$ cat src/hw/rtl/albg_pkg.sv
// ----------------------------------------------------------------------------
// albg_pkg: shared types and constants of the load bar graph unit
// Field widths, display patterns and the request and status records that
// pass between the sequencer and the iterative level divider.
// ----------------------------------------------------------------------------
package albg_pkg;

   localparam int COUNT_W = 16;
   localparam int SHIFT_W = 3;
   localparam int LEVEL_W = 4;
   localparam int PORT_W  = 8;
   localparam int NUMER_W = 21;
   localparam int DENOM_W = COUNT_W + 1;
   localparam int QUOT_W  = LEVEL_W;

   localparam logic [SHIFT_W-1:0] SHIFT_RESET = 3'd3;
   localparam logic [COUNT_W-1:0] SCALE_RESET = 16'd1;
   localparam logic [LEVEL_W-1:0] LEVEL_MAX   = 4'd10;
   localparam logic [LEVEL_W-1:0] LEVEL_KNEE  = 4'd6;
   localparam logic [LEVEL_W-1:0] LEVEL_TOP   = 4'd12;
   localparam logic [PORT_W-1:0]  RED_PORT_B  = 8'h1C;
   localparam logic [PORT_W-1:0]  RED_PORT_C  = 8'h00;
   localparam logic [PORT_W-1:0]  FULL_BAR    = 8'hFF;

   typedef struct packed {
      logic               start;
      logic [NUMER_W-1:0] numer;
      logic [DENOM_W-1:0] denom;
   } div_req_type;

   typedef struct packed {
      logic              done;
      logic [QUOT_W-1:0] quot;
   } div_rsp_type;

endpackage

$ cat src/hw/rtl/albg_req_if.sv
// ----------------------------------------------------------------------------
// albg_req_if: input channel of the load bar graph unit
// Carries the pulse count of one finished measurement window.
// ----------------------------------------------------------------------------
interface albg_req_if
   import albg_pkg::*;
   ();
   logic               valid;
   logic               ready;
   logic [COUNT_W-1:0] pulse_count;

   modport source (output valid, output pulse_count, input ready);
   modport sink   (input valid, input pulse_count, output ready);
endinterface

$ cat src/hw/rtl/albg_rsp_if.sv
// ----------------------------------------------------------------------------
// albg_rsp_if: result channel of the load bar graph unit
// Carries the two port patterns, the bar level and the no activity flag.
// ----------------------------------------------------------------------------
interface albg_rsp_if
   import albg_pkg::*;
   ();
   logic               valid;
   logic               ready;
   logic [PORT_W-1:0]  port_c_bits;
   logic [PORT_W-1:0]  port_b_bits;
   logic [LEVEL_W-1:0] level;
   logic               no_activity;

   modport source (output valid, output port_c_bits, output port_b_bits,
                   output level, output no_activity, input ready);
   modport sink   (input valid, input port_c_bits, input port_b_bits,
                   input level, input no_activity, output ready);
endinterface

$ cat src/hw/rtl/albg_csr_if.sv
// ----------------------------------------------------------------------------
// albg_csr_if: configuration write channel of the load bar graph unit
// Carries the write data of the count shift register.
// ----------------------------------------------------------------------------
interface albg_csr_if
   import albg_pkg::*;
   ();
   logic               valid;
   logic               ready;
   logic [SHIFT_W-1:0] data;

   modport source (output valid, output data, input ready);
   modport sink   (input valid, input data, output ready);
endinterface

$ cat src/hw/rtl/albg_divider.sv
// ----------------------------------------------------------------------------
// albg_divider: iterative restoring divider for the bar level
// One shared compare and subtract unit produces one quotient bit per cycle,
// most significant bit first, for a quotient of LEVEL_W bits.
// ----------------------------------------------------------------------------
module albg_divider
   import albg_pkg::*;
(
   input  logic        clock,
   input  logic        reset,
   input  div_req_type div_req,
   output div_rsp_type div_rsp
);

   localparam int DSH_W = DENOM_W + QUOT_W - 1;
   localparam int CNT_W = $clog2(QUOT_W);

   logic                busy_ff, busy_in;
   logic                done_ff, done_in;
   logic [CNT_W-1:0]    cnt_ff, cnt_in;
   logic [NUMER_W-1:0]  rem_ff, rem_in;
   logic [DSH_W-1:0]    dsh_ff, dsh_in;
   logic [QUOT_W-1:0]   quot_ff, quot_in;
   logic [NUMER_W:0]    diff;
   logic                fits;

   assign diff = {1'b0, rem_ff} - (NUMER_W + 1)'(dsh_ff);
   assign fits = !diff[NUMER_W];

   always_comb begin
      busy_in = busy_ff;
      done_in = 1'b0;
      cnt_in  = cnt_ff;
      rem_in  = rem_ff;
      dsh_in  = dsh_ff;
      quot_in = quot_ff;
      if (div_req.start) begin
         busy_in = 1'b1;
         cnt_in  = CNT_W'(QUOT_W - 1);
         rem_in  = div_req.numer;
         dsh_in  = {div_req.denom, (QUOT_W - 1)'(0)};
         quot_in = '0;
      end else if (busy_ff) begin
         if (fits) begin
            rem_in = diff[NUMER_W-1:0];
         end
         quot_in = {quot_ff[QUOT_W-2:0], fits};
         dsh_in  = dsh_ff >> 1;
         cnt_in  = cnt_ff - 1'b1;
         if (cnt_ff == '0) begin
            busy_in = 1'b0;
            done_in = 1'b1;
         end
      end
   end

   always_ff @(posedge clock) begin
      if (reset) begin
         busy_ff <= 1'b0;
         done_ff <= 1'b0;
      end else begin
         busy_ff <= busy_in;
         done_ff <= done_in;
      end
      cnt_ff  <= cnt_in;
      rem_ff  <= rem_in;
      dsh_ff  <= dsh_in;
      quot_ff <= quot_in;
   end

   assign div_rsp.done = done_ff;
   assign div_rsp.quot = quot_ff;

endmodule

$ cat src/hw/rtl/autorange_load_bar_graph_unit.sv
// ----------------------------------------------------------------------------
// autorange_load_bar_graph_unit: autoranging ten step load bar graph
// Scales each window pulse count against a self growing full scale and
// drives the bar graph port patterns for the rounded idle level.
// ----------------------------------------------------------------------------
// From an accepted item to its result, a nonzero count passes the scale and
// numerator steps, the divider start and its four quotient steps, and the
// output load; a zero count goes straight to the output load.
// The input takes a new item only once the last has left the work states; it
// is not ready while an item is in work or while its result cannot enter the
// output register.
// Reset: synchronous; scale returns to 1, count shift to 3, no result held.
module autorange_load_bar_graph_unit
   import albg_pkg::*;
(
   input  logic   clock,
   input  logic   reset,
   albg_req_if.sink   req,
   albg_rsp_if.source rsp,
   albg_csr_if.sink   csr
);

   typedef enum logic [2:0] {
      S_IDLE,
      S_SCALE,
      S_NUMER,
      S_WAIT,
      S_DONE
   } state_type;

   function automatic logic [COUNT_W-1:0] smear(input logic [COUNT_W-1:0] v);
      logic [COUNT_W-1:0] s;
      s = v | (v >> 1);
      s = s | (s >> 2);
      s = s | (s >> 4);
      s = s | (s >> 8);
      return s;
   endfunction

   function automatic logic [PORT_W-1:0] port_c_pattern(input logic [LEVEL_W-1:0] lv);
      logic [2*PORT_W-1:0] wide;
      wide = (2*PORT_W)'(FULL_BAR) << (LEVEL_KNEE - lv);
      return (lv > LEVEL_KNEE) ? FULL_BAR : wide[PORT_W-1:0];
   endfunction

   function automatic logic [PORT_W-1:0] port_b_pattern(input logic [LEVEL_W-1:0] lv);
      logic [2*PORT_W-1:0] wide;
      wide = (2*PORT_W)'(FULL_BAR) << (LEVEL_TOP - lv);
      return wide[PORT_W-1:0];
   endfunction

   state_type          state_ff, state_in;
   logic [SHIFT_W-1:0] shift_ff, shift_in;
   logic [COUNT_W-1:0] scale_ff, scale_in;
   logic [COUNT_W-1:0] value_ff, value_in;
   logic               red_ff, red_in;
   logic [LEVEL_W-1:0] level_ff, level_in;
   logic               start_ff, start_in;
   logic [NUMER_W-1:0] numer_ff, numer_in;
   logic [DENOM_W-1:0] denom_ff, denom_in;
   logic               out_valid_ff, out_valid_in;
   logic [PORT_W-1:0]  out_c_ff, out_c_in;
   logic [PORT_W-1:0]  out_b_ff, out_b_in;
   logic [LEVEL_W-1:0] out_level_ff, out_level_in;
   logic               out_red_ff, out_red_in;

   logic [COUNT_W-1:0] diff;
   logic               out_free;
   div_req_type        div_req;
   div_rsp_type        div_rsp;

   assign diff     = scale_ff - value_ff;
   assign out_free = !out_valid_ff || rsp.ready;

   assign div_req.start = start_ff;
   assign div_req.numer = numer_ff;
   assign div_req.denom = denom_ff;

   albg_divider u_divider (
      .clock   (clock),
      .reset   (reset),
      .div_req (div_req),
      .div_rsp (div_rsp)
   );

   always_comb begin
      state_in     = state_ff;
      shift_in     = shift_ff;
      scale_in     = scale_ff;
      value_in     = value_ff;
      red_in       = red_ff;
      level_in     = level_ff;
      start_in     = 1'b0;
      numer_in     = numer_ff;
      denom_in     = denom_ff;
      out_valid_in = out_valid_ff;
      out_c_in     = out_c_ff;
      out_b_in     = out_b_ff;
      out_level_in = out_level_ff;
      out_red_in   = out_red_ff;

      if (csr.valid) begin
         shift_in = csr.data;
      end
      if (out_valid_ff && rsp.ready) begin
         out_valid_in = 1'b0;
      end

      case (state_ff)
         S_IDLE: begin
            if (req.valid) begin
               value_in = req.pulse_count >> shift_ff;
               red_in   = (req.pulse_count == '0);
               level_in = '0;
               state_in = (req.pulse_count == '0) ? S_DONE : S_SCALE;
            end
         end
         S_SCALE: begin
            if (value_ff > scale_ff) begin
               scale_in = smear(value_ff);
            end
            state_in = S_NUMER;
         end
         S_NUMER: begin
            numer_in = (NUMER_W'(diff) << 4) + (NUMER_W'(diff) << 2)
                       + NUMER_W'(scale_ff);
            denom_in = {scale_ff, 1'b0};
            start_in = 1'b1;
            state_in = S_WAIT;
         end
         S_WAIT: begin
            if (div_rsp.done) begin
               level_in = (div_rsp.quot > LEVEL_MAX) ? LEVEL_MAX : div_rsp.quot;
               state_in = S_DONE;
            end
         end
         S_DONE: begin
            if (out_free) begin
               out_valid_in = 1'b1;
               out_red_in   = red_ff;
               out_level_in = level_ff;
               out_c_in     = red_ff ? RED_PORT_C : port_c_pattern(level_ff);
               out_b_in     = red_ff ? RED_PORT_B : port_b_pattern(level_ff);
               state_in     = S_IDLE;
            end
         end
         default: begin
            state_in = S_IDLE;
         end
      endcase
   end

   always_ff @(posedge clock) begin
      if (reset) begin
         state_ff     <= S_IDLE;
         shift_ff     <= SHIFT_RESET;
         scale_ff     <= SCALE_RESET;
         start_ff     <= 1'b0;
         out_valid_ff <= 1'b0;
      end else begin
         state_ff     <= state_in;
         shift_ff     <= shift_in;
         scale_ff     <= scale_in;
         start_ff     <= start_in;
         out_valid_ff <= out_valid_in;
      end
      value_ff     <= value_in;
      red_ff       <= red_in;
      level_ff     <= level_in;
      numer_ff     <= numer_in;
      denom_ff     <= denom_in;
      out_c_ff     <= out_c_in;
      out_b_ff     <= out_b_in;
      out_level_ff <= out_level_in;
      out_red_ff   <= out_red_in;
   end

   assign req.ready       = (state_ff == S_IDLE);
   assign csr.ready       = 1'b1;
   assign rsp.valid       = out_valid_ff;
   assign rsp.port_c_bits = out_c_ff;
   assign rsp.port_b_bits = out_b_ff;
   assign rsp.level       = out_level_ff;
   assign rsp.no_activity = out_red_ff;

endmodule

$ cat src/flat_wrapper.sv
// flat-port wrapper written by rule: the top's interface ports become plain ports
module autorange_load_bar_graph_unit_flat import albg_pkg::*;
  (clock, reset, req_valid, req_pulse_count, req_ready, rsp_valid, rsp_port_c_bits, rsp_port_b_bits, rsp_level, rsp_no_activity, rsp_ready, csr_valid, csr_data, csr_ready);
  albg_req_if req_i ();
  albg_rsp_if rsp_i ();
  albg_csr_if csr_i ();
  input  logic clock;
  input  logic reset;
  input wire logic [$bits(req_i.valid)-1:0] req_valid;
  input wire logic [$bits(req_i.pulse_count)-1:0] req_pulse_count;
  output wire logic [$bits(req_i.ready)-1:0] req_ready;
  output wire logic [$bits(rsp_i.valid)-1:0] rsp_valid;
  output wire logic [$bits(rsp_i.port_c_bits)-1:0] rsp_port_c_bits;
  output wire logic [$bits(rsp_i.port_b_bits)-1:0] rsp_port_b_bits;
  output wire logic [$bits(rsp_i.level)-1:0] rsp_level;
  output wire logic [$bits(rsp_i.no_activity)-1:0] rsp_no_activity;
  input wire logic [$bits(rsp_i.ready)-1:0] rsp_ready;
  input wire logic [$bits(csr_i.valid)-1:0] csr_valid;
  input wire logic [$bits(csr_i.data)-1:0] csr_data;
  output wire logic [$bits(csr_i.ready)-1:0] csr_ready;
  assign req_i.valid = req_valid;
  assign req_i.pulse_count = req_pulse_count;
  assign req_ready = req_i.ready;
  assign rsp_valid = rsp_i.valid;
  assign rsp_port_c_bits = rsp_i.port_c_bits;
  assign rsp_port_b_bits = rsp_i.port_b_bits;
  assign rsp_level = rsp_i.level;
  assign rsp_no_activity = rsp_i.no_activity;
  assign rsp_i.ready = rsp_ready;
  assign csr_i.valid = csr_valid;
  assign csr_i.data = csr_data;
  assign csr_ready = csr_i.ready;
  autorange_load_bar_graph_unit u_core (.clock(clock), .reset(reset), .req(req_i), .rsp(rsp_i), .csr(csr_i));
endmodule
$ cat config.mk
export PLATFORM = sky130hd
export DESIGN_NAME = autorange_load_bar_graph_unit_flat
export DESIGN_NICKNAME = d
export VERILOG_FILES = /design/src/hw/rtl/albg_pkg.sv /design/src/hw/rtl/albg_req_if.sv /design/src/hw/rtl/albg_rsp_if.sv /design/src/hw/rtl/albg_csr_if.sv /design/src/hw/rtl/albg_divider.sv /design/src/hw/rtl/autorange_load_bar_graph_unit.sv /design/src/flat_wrapper.sv
export SDC_FILE = /design/constraint.sdc
export NUM_CORES = 1
export LEC_CHECK = 0
export BUFFER_PORTS_ARGS = -buffer_cell sky130_fd_sc_hd__clkbuf_2
export CAP_MARGIN = 5
export CORE_MARGIN = 2
export CORE_UTILIZATION = 55
export DETAILED_ROUTE_END_ITERATION = 12
export PLACE_DENSITY_LB_ADDON = 0.3
export SYNTH_ARGS = -nofsm -noshare
export SYNTH_HDL_FRONTEND = slang
export SYNTH_SLANG_ARGS = --single-unit
$ cat constraint.sdc
create_clock -name clock -period 5.9 [get_ports clock]
set_input_delay 0.295 -clock clock [delete_from_list [all_inputs] [get_ports clock]]
set_output_delay 0.295 -clock clock [all_outputs]
set_load 0.02 [all_outputs]
==> results of run 1 <==
## cell type report
class / instances / area [sq um] / area share
Inverter: 73 / 274 / 0.0269
Multi-Input combinational cell: 628 / 4610 / 0.453
Tap cell: 220 / 275 / 0.0270
Sequential cell: 150 / 4160 / 0.408
Clock buffer: 21 / 504 / 0.0495
Clock inverter: 11 / 109 / 0.0107
Timing Repair Buffer: 50 / 260 / 0.0255
## sequential cells by signal, indices dropped and copies added, names as in the netlist, 2 cells and up
register	flops
u_core.denom_ff	14
u_core.level_ff	4
u_core.numer_ff	21
u_core.rsp.level	4
u_core.rsp.port_b_bits	8
u_core.rsp.port_c_bits	8
u_core.scale_ff	16
u_core.shift_ff	3
u_core.state_ff	3
u_core.u_divider.cnt_ff	2
u_core.u_divider.dsh_ff	20
u_core.u_divider.quot_ff	4
u_core.u_divider.rem_ff	21
u_core.value_ff	16
## how the worst max path moves through the flow
stage | from | to | slack (ns) | cells after the start
5_1_grt | u_core.value_ff[0] | u_core.numer_ff[17] | 1.07 | 18
4_1_cts | u_core.value_ff[1] | u_core.numer_ff[17] | 1.35 | 19
3_5_place_dp | u_core.value_ff[1] | u_core.numer_ff[17] | 1.41 | 19
2_1_floorplan | u_core.value_ff[1] | u_core.numer_ff[19] | 1.74 | 19
6_report | u_core.value_ff[1] | u_core.numer_ff[17] | 1.33 | 19
3_3_place_gp | u_core.value_ff[1] | u_core.numer_ff[19] | 1.50 | 19
## per-layer routing
metal | GRT usage | routed length, um
met1 | 0.281 | 8390
met2 | 0.341 | 8250
met3 | 0.0365 | 495
met4 | 0.0709 | 318
met5 | 0 | 0
## worst max-delay path: stages (launching register included)
cell      delay (ns)
edfxtp_1        0.44
inv_1           0.07
ha_1            0.29
nor2b_4         0.13
o31a_1          0.27
o21a_4          0.22
o41ai_4         0.27
o31a_1          0.23
nand2b_2        0.10
xnor2_1         0.30
fa_1            0.46
inv_1           0.06
ha_1            0.27
and3_1          0.22
a221oi_1        0.24
o21ai_0         0.15
nor2b_1         0.17
o21a_1          0.18
nor2_1          0.15
xnor2_1         0.09
## synthesized netlist by cell type, types with 3 or more instances
library cell,count
a211oi_1,8
a21o_1,33
a21oi_1,40
a311oi_2,5
a31oi_1,5
and2_1,5
and3_1,8
buf_1,4
buf_6,5
clkbuf_1,20
dfxtp_1,35
edfxtp_1,115
fa_1,13
ha_1,65
inv_1,72
mux2_2,9
mux2i_1,29
nand2_1,87
nand2b_1,6
nand3_1,13
nand4_1,5
nor2_1,68
nor2b_1,7
nor3_1,17
nor3_2,3
nor3b_1,4
nor4_1,5
o211ai_1,6
o21a_1,16
o21ai_0,59
o21ai_1,4
o21bai_1,4
o22ai_1,3
o31a_1,4
o31ai_1,6
or2_2,3
xnor2_1,28
xor2_1,17
## power by group through the flow
stage,clock network [mW],registers [mW],logic (mW)
floorplan,0,1.56,1.97
global placement,0,1.60,2.28
detailed placement,0,1.61,2.34
CTS,1.11,1.59,2.37
global route,1.16,1.61,2.71
finish,1.10,1.59,2.37
## per-stage QoR
| step | setup WS, ns | area (sq um) | hold slack [ns] | instances | utilization |
|---|---|---|---|---|---|
| finish | 1.33 | 10200 | 0.0896 | 1153 | 0.619 |
| global route | 1.07 | 10200 | 0.104 | 1153 | 0.619 |
| CTS | 1.35 | 10200 | 0.0770 | 1153 | 0.619 |
| detailed placement | 1.41 | 9580 | 0.473 | 1121 | 0.582 |
| global placement | 1.50 | 9580 | 0.460 | 1121 | 0.582 |
| floorplan | 1.74 | 9230 | 0.411 | 884 | - |
## kinds of logic after synthesis
logic type / share of synthesized area
flops: 0.450
compound gates: 0.165
simple gates: 0.127
other cells: 0.000406
fa+ha+maj: 0.116
xor+xnor: 0.0427
buf+inv: 0.0512
mux: 0.0473
==> metrics.txt, run 1 <==
pwr dens 497 mW/mm^2; DR vias/cell 5.57; fill cell count 1339; htree depth 4; RR Endpoint u_core.numer_ff[17]; postcts setup bufs 0; TritonCTS Buffers 17; HP Class primary input to register; worst r2r src u_core.value_ff[1]; status finished, final reports clean; critical path endpoint category register; vias in the first global route 6278; worst hold path cell count 3; Period minus WS final 4.57 ns; DR DRC count 0; die height 134 um; worst path required time 6.06 ns; Power Total 5.06 mW; Rows 47; 1st-pass router iterations 5; ranking of synthesized cells by area edfxtp_1, ha_1, dfxtp_1; syn avg cell area 10.4 sq um; Mapped Area 0.00923 sq mm; syn nets 986; DR iter-0 viols 508; port bufs 46; global route overflow 0; drt wl/cell 15.1 um; Setup-failing EPs final 0; startpoint types register; max_slew headroom 0.333; Pint 3.18 mW; CP Data Arrival Time 4.73 ns; sum of negative setup slack 0 ns; CORE AREA 0.0165 sq mm; Synth warnings 0; Cell variety after synth 77; Routed WL 17.5 mm; initial antenna violation count 0; hold path endpoint u_core.shift_ff[0]; post_cts resized 0; Hold Startpoint csr_data[0]; layout cells sized above 1 0.135; largest net degree at the start of global routing 72; HPWL Detailed 13.2 mm; Syn Inst Count 884; commonest non-fill, non-tap cells in the layout edfxtp_1, nand2_1, inv_1, nor2_1, ha_1; Sinks on Clock Net 150; RSZ-0062 raised after global routing false; clk slew on worst S/H paths 0.06 ns; Final period util 0.775; final hold violation count 0; sequential share of power 0.314; Yosys top cell by area edfxtp_1; Worst-Margin Slew 0.999 ns; Final ANT Viol Nets 0; logic gate share of total power 0.469; Tot GR Track Use 0.208; Synth Register Bits 150; static leakage 4.27 nW; switch share 0.371; I/O Pins 48; hold_buf cts 0; VDD IR max 361 uV; CTS Buffer Depth 2; most common flop cell mapped by yosys edfxtp_1; antenna cells 0; CTS tree built; Clk Latency, worst-skew pair 0.42 ns; Initial Utilization 0.561; cell count of the worst reg-to-reg path 19; placer's final routability congestion estimate 0.936; Clock Tree Root clkbuf_16; top cell type's share of synthesized area 0.374; nets 1022; Clock power frac 0.217; via count 6419; clock skew 0.00968 ns; r2r setup slk 1.33 ns; Crit Path Max Fanout 4; Max Slew Vio Count 0; Die Width 134 um; Async S/R FF share, synth 0; die area 0.0178 sq mm; Max Cap Violations 0; FMAX 219 MHz; Seq/Total Area, Yosys 0.450; Area Overhead vs Synth 10.4%; Sw Pwr 1.88 mW; first-pass GRT wire length 29.8 mm; number of flops mapped to enable cells by yosys 115; commonest non-fill, non-tap cell in the layout edfxtp_1; critical path class register to register
Note: power is estimated with default switching activity, not from simulation.
==> run 2: changes to the inputs <==
==> constraint.sdc (replaced) <==
create_clock -name clock -period 4.4 [get_ports clock]
set_input_delay 0.22 -clock clock [delete_from_list [all_inputs] [get_ports clock]]
set_output_delay 0.22 -clock clock [all_outputs]
set_load 0.02 [all_outputs]
==> run 2 against run 1 <==
First-iteration DRC count shrank 8.9%. Critical path depth unchanged. Sequential share of layout area is 0.65 points lower. Wire length is 3.1% higher. Total power is 38% higher. Die area is the same. Clock power increased by 29%. Sequential power increased by 34%. Register-to-register slack lost 1.1 ns. Clock skew grew 0.0013 ns. Via count increased by 0.98%. Largest cell class unchanged. Highest routed layer unchanged.
==> metrics.txt, run 2 (synthesis gave the netlist of run 1 again) <==
logic gate share of total power 0.491; Power Total 6.97 mW; CP peak stage delay 0.51 ns; Die Width 134 um; startpoint types register; CP Depth 19; largest net degree at the start of global routing 37; Worst Setup SP u_core.value_ff[1]; Max Slew Vio Count 0; DR iter-0 viols 463; non-filler instance count after layout 1167; max_slew headroom 0.320; global route overflow 0; commonest non-fill, non-tap cells in the layout edfxtp_1, nand2_1, inv_1, nor2_1, ha_1; worst r2r src u_core.value_ff[1]; sum of negative setup slack 0 ns; Area Overhead vs Synth 12.2%; Period minus WS final 4.21 ns; cell count of the worst reg-to-reg path 19; WP buf/inv 2; placer's final routability congestion estimate 0.896; I/O Pins 48; HPWL Detailed 13.4 mm; layout cells sized above 1 0.158; first-pass GRT wire length 30.6 mm; Tot GR Track Use 0.215; Max Cap Violations 0; Pint 4.36 mW; FF+latch area 0.00416 sq mm; CTS tree built; clock skew 0.0110 ns; drt wl/cell 15.4 um; Critical Path Sink u_core.numer_ff[19]; Setup-failing EPs final 0; hold slack 0.0262 ns; Worst path top cell family by delay compound AO/OA/AOI/OAI gates; Initial Utilization 0.561; antenna cells 0; CP max-delay cell fa_1; VDD IR max 514 uV; worst hold path cell count 3; Placed Cells incl. Taps 1131; via count 6482; RSZ-0062 raised after global routing true; fill cell count 1290; die height 134 um; initial antenna violation count 0; DR DRC count 0; CP Data Arrival Time 4.38 ns; worst path required time 4.57 ns; FMAX 237 MHz; htree depth 4; Worst-Margin Slew 1.02 ns; commonest non-fill, non-tap cell in the layout edfxtp_1; pre-CTS setup slack -0.00205 ns; vias in the first global route 6460; critical path class register to register; CTS Buffer Depth 2; HP Class primary input to register; area of the multi-input gates 0.00470 sq mm; clk slew on worst S/H paths 0.06 ns; Sw Pwr 2.61 mW; sequential share of power 0.306; die area 0.0178 sq mm; CORE AREA 0.0165 sq mm; Clk Latency, worst-skew pair 0.44 ns; Final ANT Viol Nets 0; static leakage 4.33 nW; 1st-pass router iterations 5; Final period util 0.958; TritonCTS Buffers 17; nets 1036; Clock Tree Root clkbuf_16; critical path endpoint category register; RR Endpoint u_core.numer_ff[19]; Routed WL 18.0 mm; Clock power frac 0.203; pwr dens 673 mW/mm^2; Crit Path Max Fanout 4; worst setup margin 0.186 ns; switch share 0.375; Largest regs u_core.numer_ff x21, u_core.u_divider.rem_ff x21, u_core.u_divider.dsh_ff x20; final hold violation count 0; DR vias/cell 5.55; CP cell instances inv_1 > ha_1 > nor2b_4 > o31a_1 > o21a_4 > o41ai_4 > o31a_1 > nand2b_4 > xnor2_4 > fa_1 > inv_1 > ha_4 > and3_1 > a221oi_2 > o21ai_1 > nor2b_1 > a21oi_1 > o21ai_1 > xor2_1; Rows 47; Sinks on Clock Net 150; r2r setup slk 0.19 ns; status finished, final reports clean; port bufs 46
==> run 2: cell count changes in the layout (fill, tap and decap cells not counted), moves of 3 or more <==
cell,change
ha_1,-3
clkbuf_16,-3
buf_4,+12
o21ai_1,+3
o21ai_0,-3
inv_6,+3
==> run 2: layout make-up <==
class / instances / area share
Clock buffer: 18 / 0.0424
Clock inverter: 14 / 0.0133
Inverter: 73 / 0.0265
Multi-Input combinational cell: 628 / 0.454
Sequential cell: 150 / 0.401
Tap cell: 220 / 0.0266
Timing Repair Buffer: 64 / 0.0358
==> run 2: how the worst min path moves through the flow <==
stage / start / end / slack (ns)
after floorplan: csr_valid / u_core.shift_ff[0] / 0.34
after CTS: csr_data[2] / u_core.shift_ff[2] / 0.006
final: csr_data[2] / u_core.shift_ff[2] / 0.03
after global routing: csr_valid / u_core.shift_ff[0] / 0.05
after detailed placement: csr_data[0] / u_core.shift_ff[0] / 0.44
after global placement: csr_data[0] / u_core.shift_ff[0] / 0.44
==> run 2: through the flow <==
| step | utilization | instance area (sq um) |
|---|---|---|
| after global placement | 0.586 | 9650 |
| final | 0.629 | 10400 |
| after floorplan | - | 9230 |
| after global routing | 0.629 | 10400 |
| after detailed placement | 0.586 | 9650 |
| after CTS | 0.623 | 10300 |
==> run 2: timing repair <==
item                                   4_1_cts  5_1_grt
cloned                                       0        0
endpoints found under the hold margin        2        0
gates resized for setup                      1       16
setup endpoints to repair                    1        4
pin swaps                                    0        4
hold buffers                                 2        0
setup buffers                                0        2
==> run 2: power by group through the flow <==
stage               Sequential, mW  Clock (mW)  Combinational (mW)
floorplan                     2.09           0                2.64
global placement              2.15           0                3.14
detailed placement            2.16           0                3.23
CTS                           2.13        1.44                3.26
global route                  2.16        1.50                3.88
finish                        2.13        1.42                3.42
==> run 2: tightest hold or removal path, delay by kind of cell <==
kind | cells | cell delay [ns]
multiplexers | 1 | 0.05
buffers and inverters | 1 | 0.08
AND/OR/NAND/NOR | 1 | 0.07
==> run 2: per-layer routing <==
layer	vias to the layer above	wire (um)	global-route usage
li1	3268	-	-
met1	3083	8580	0.288
met2	105	8580	0.348
met3	26	512	0.0422
met4	0	334	0.0839
met5	-	0	0
==> run 3: changes to the inputs <==
--- a/config.mk
+++ b/config.mk
@@ -7,6 +7,7 @@
 export LEC_CHECK = 0
 export BUFFER_PORTS_ARGS = -buffer_cell sky130_fd_sc_hd__clkbuf_2
 export CAP_MARGIN = 5
+export CORE_ASPECT_RATIO = 1.5
 export CORE_MARGIN = 2
 export CORE_UTILIZATION = 55
 export DETAILED_ROUTE_END_ITERATION = 12
==> run 3 against run 2 <==
Core utilization is 0.45 points lower. Fmax is 1.8% lower. Global-route usage is 0.28 points lower. Die area is 0.12% higher. Register-to-register slack worse by 0.08 ns. Non-clock buffer count is 2 lower. First-iteration DRC count is 26% lower. Clock skew is 0.0019 ns higher. Via count is 0.99% higher. Clock power hardly changed.
==> metrics.txt, run 3 (synthesis gave the netlist of run 1 again) <==
Final period util 0.975; Setup-failing EPs final 0; htree depth 4; max_slew headroom 0.354; Crit Path Max Fanout 5; post-route cell area 0.0104 sq mm; die area 0.0179 sq mm; global route overflow 0; pwr dens 694 mW/mm^2; Clk Latency, worst-skew pair 0.42 ns; placer's final routability congestion estimate 0.859; Clock Tree Root clkbuf_16; hold_buf cts 0; Area Overhead vs Synth 12.4%; Tot GR Track Use 0.213; Routed WL 18.4 mm; commonest non-fill, non-tap cell in the layout edfxtp_1; largest net degree at the start of global routing 53; Period minus WS final 4.29 ns; startpoint types register; Largest regs u_core.numer_ff x21, u_core.u_divider.rem_ff x21, u_core.u_divider.dsh_ff x20; FMAX 233 MHz; CORE AREA 0.0166 sq mm; worst setup margin 0.110 ns; drt wl/cell 15.9 um; Sinks on Clock Net 150; Initial Utilization 0.555; CTS Buffer Depth 2; DR iter-0 viols 342; layout cells sized above 1 0.168; hold slack 0.0206 ns; status finished, final reports clean; critical path endpoint category register; dpl cell area 0.00962 sq mm; 1st-pass router iterations 5; Die Width 110 um; initial antenna violation count 0; first-pass GRT wire length 29.8 mm; port bufs 46; final hold violation count 0; RSZ-0062 raised after global routing true; HPWL Detailed 13.5 mm; pre-CTS setup slack 0.0385 ns; CP Data Arrival Time 4.45 ns; DR DRC count 0; CTS tree built; Max Cap Violations 0; worst path required time 4.56 ns; Worst-Margin Slew 0.967 ns; static leakage 4.31 nW; clock skew 0.0129 ns; TritonCTS Buffers 17; die height 163 um; HP Class primary input to register; via count 6546; fill cell count 1351; clk slew on worst S/H paths 0.06 ns; antenna cells 0; Power Total 7.21 mW; vias in the first global route 6439; sum of negative setup slack 0 ns; I/O Pins 48; Max Slew Vio Count 0; Rows 58; Final ANT Viol Nets 0; VDD IR max 424 uV; critical path class register to register; nets 1034; DR vias/cell 5.67; commonest non-fill, non-tap cells in the layout edfxtp_1, nand2_1, inv_1, nor2_1, ha_1
==> run 3: cell types whose count changed in the layout (fill, tap and decap cells not counted), moves of 2 or more <==
cell           before  now
inv_1              72   70
dlygate4sd3_1       2    0
clkbuf_1            0    2
ha_1               62   60
inv_2               1    3
ha_4                2    4
inv_6               5    3
==> run 3: area by class of cell <==
cell class | count | area [sq um] | area share
tap | 210 | 263 | 0.0253
timing repair buffer | 62 | 350 | 0.0338
multi-input combinational | 628 | 4750 | 0.458
inverter | 73 | 274 | 0.0264
clock inverter | 13 | 144 | 0.0139
sequential | 150 | 4160 | 0.401
clock buffer | 19 | 433 | 0.0417
==> run 3: path summary, 6_finish.rpt <==
check	end	slack, ns	from	cells past startpoint
max reg2reg	u_core.numer_ff[20]	0.11	u_core.value_ff[1]	19
max	u_core.numer_ff[20]	0.11	u_core.value_ff[1]	19
min reg2reg	u_core.numer_ff[0]	0.46	u_core.scale_ff[0]	0
min	u_core.shift_ff[0]	0.02	csr_data[0]	3
==> run 3: power breakdown <==
group | internal (mW) | total, mW | switching, mW
clock | 0.799 | 1.41 | 0.610
sequential | 1.97 | 2.12 | 0.143
combinational | 1.69 | 3.68 | 1.99
total | 4.46 | 7.21 | 2.74
==> run 3: metrics by stage <==
step | utilization | instances
2_1_floorplan | - | 884
3_3_place_gp | 0.579 | 1119
3_5_place_dp | 0.579 | 1119
4_1_cts | 0.614 | 1151
5_1_grt | 0.624 | 1155
6_report | 0.624 | 1155
==> run 3: metal layers <==
layer  vias to the layer above  GRT usage  part of all wire
li1                       3276          -                 -
met1                      3128      0.247              0.39
met2                       119      0.393              0.56
met3                        23     0.0272             0.024
met4                         0     0.0759             0.020
met5                         -          0                 0
==> run 3: worst max-delay path: stages (launching register included) <==
cell	delay [ns]
edfxtp_1	0.41
inv_2	0.08
ha_4	0.19
nor2b_4	0.12
o31a_1	0.31
o21a_4	0.24
o41ai_4	0.33
buf_4	0.18
nand3b_1	0.12
a31oi_2	0.13
fa_1	0.58
ha_4	0.24
a21o_1	0.16
a21o_1	0.20
a21oi_1	0.21
o21ba_2	0.16
o21ai_2	0.06
nand3_1	0.09
a21boi_1	0.07
o21a_1	0.17
==> run 3: repair_timing <==
action	CTS	global route
setup endpoints to repair	0	5
gates resized for setup	0	29
setup buffers	0	4
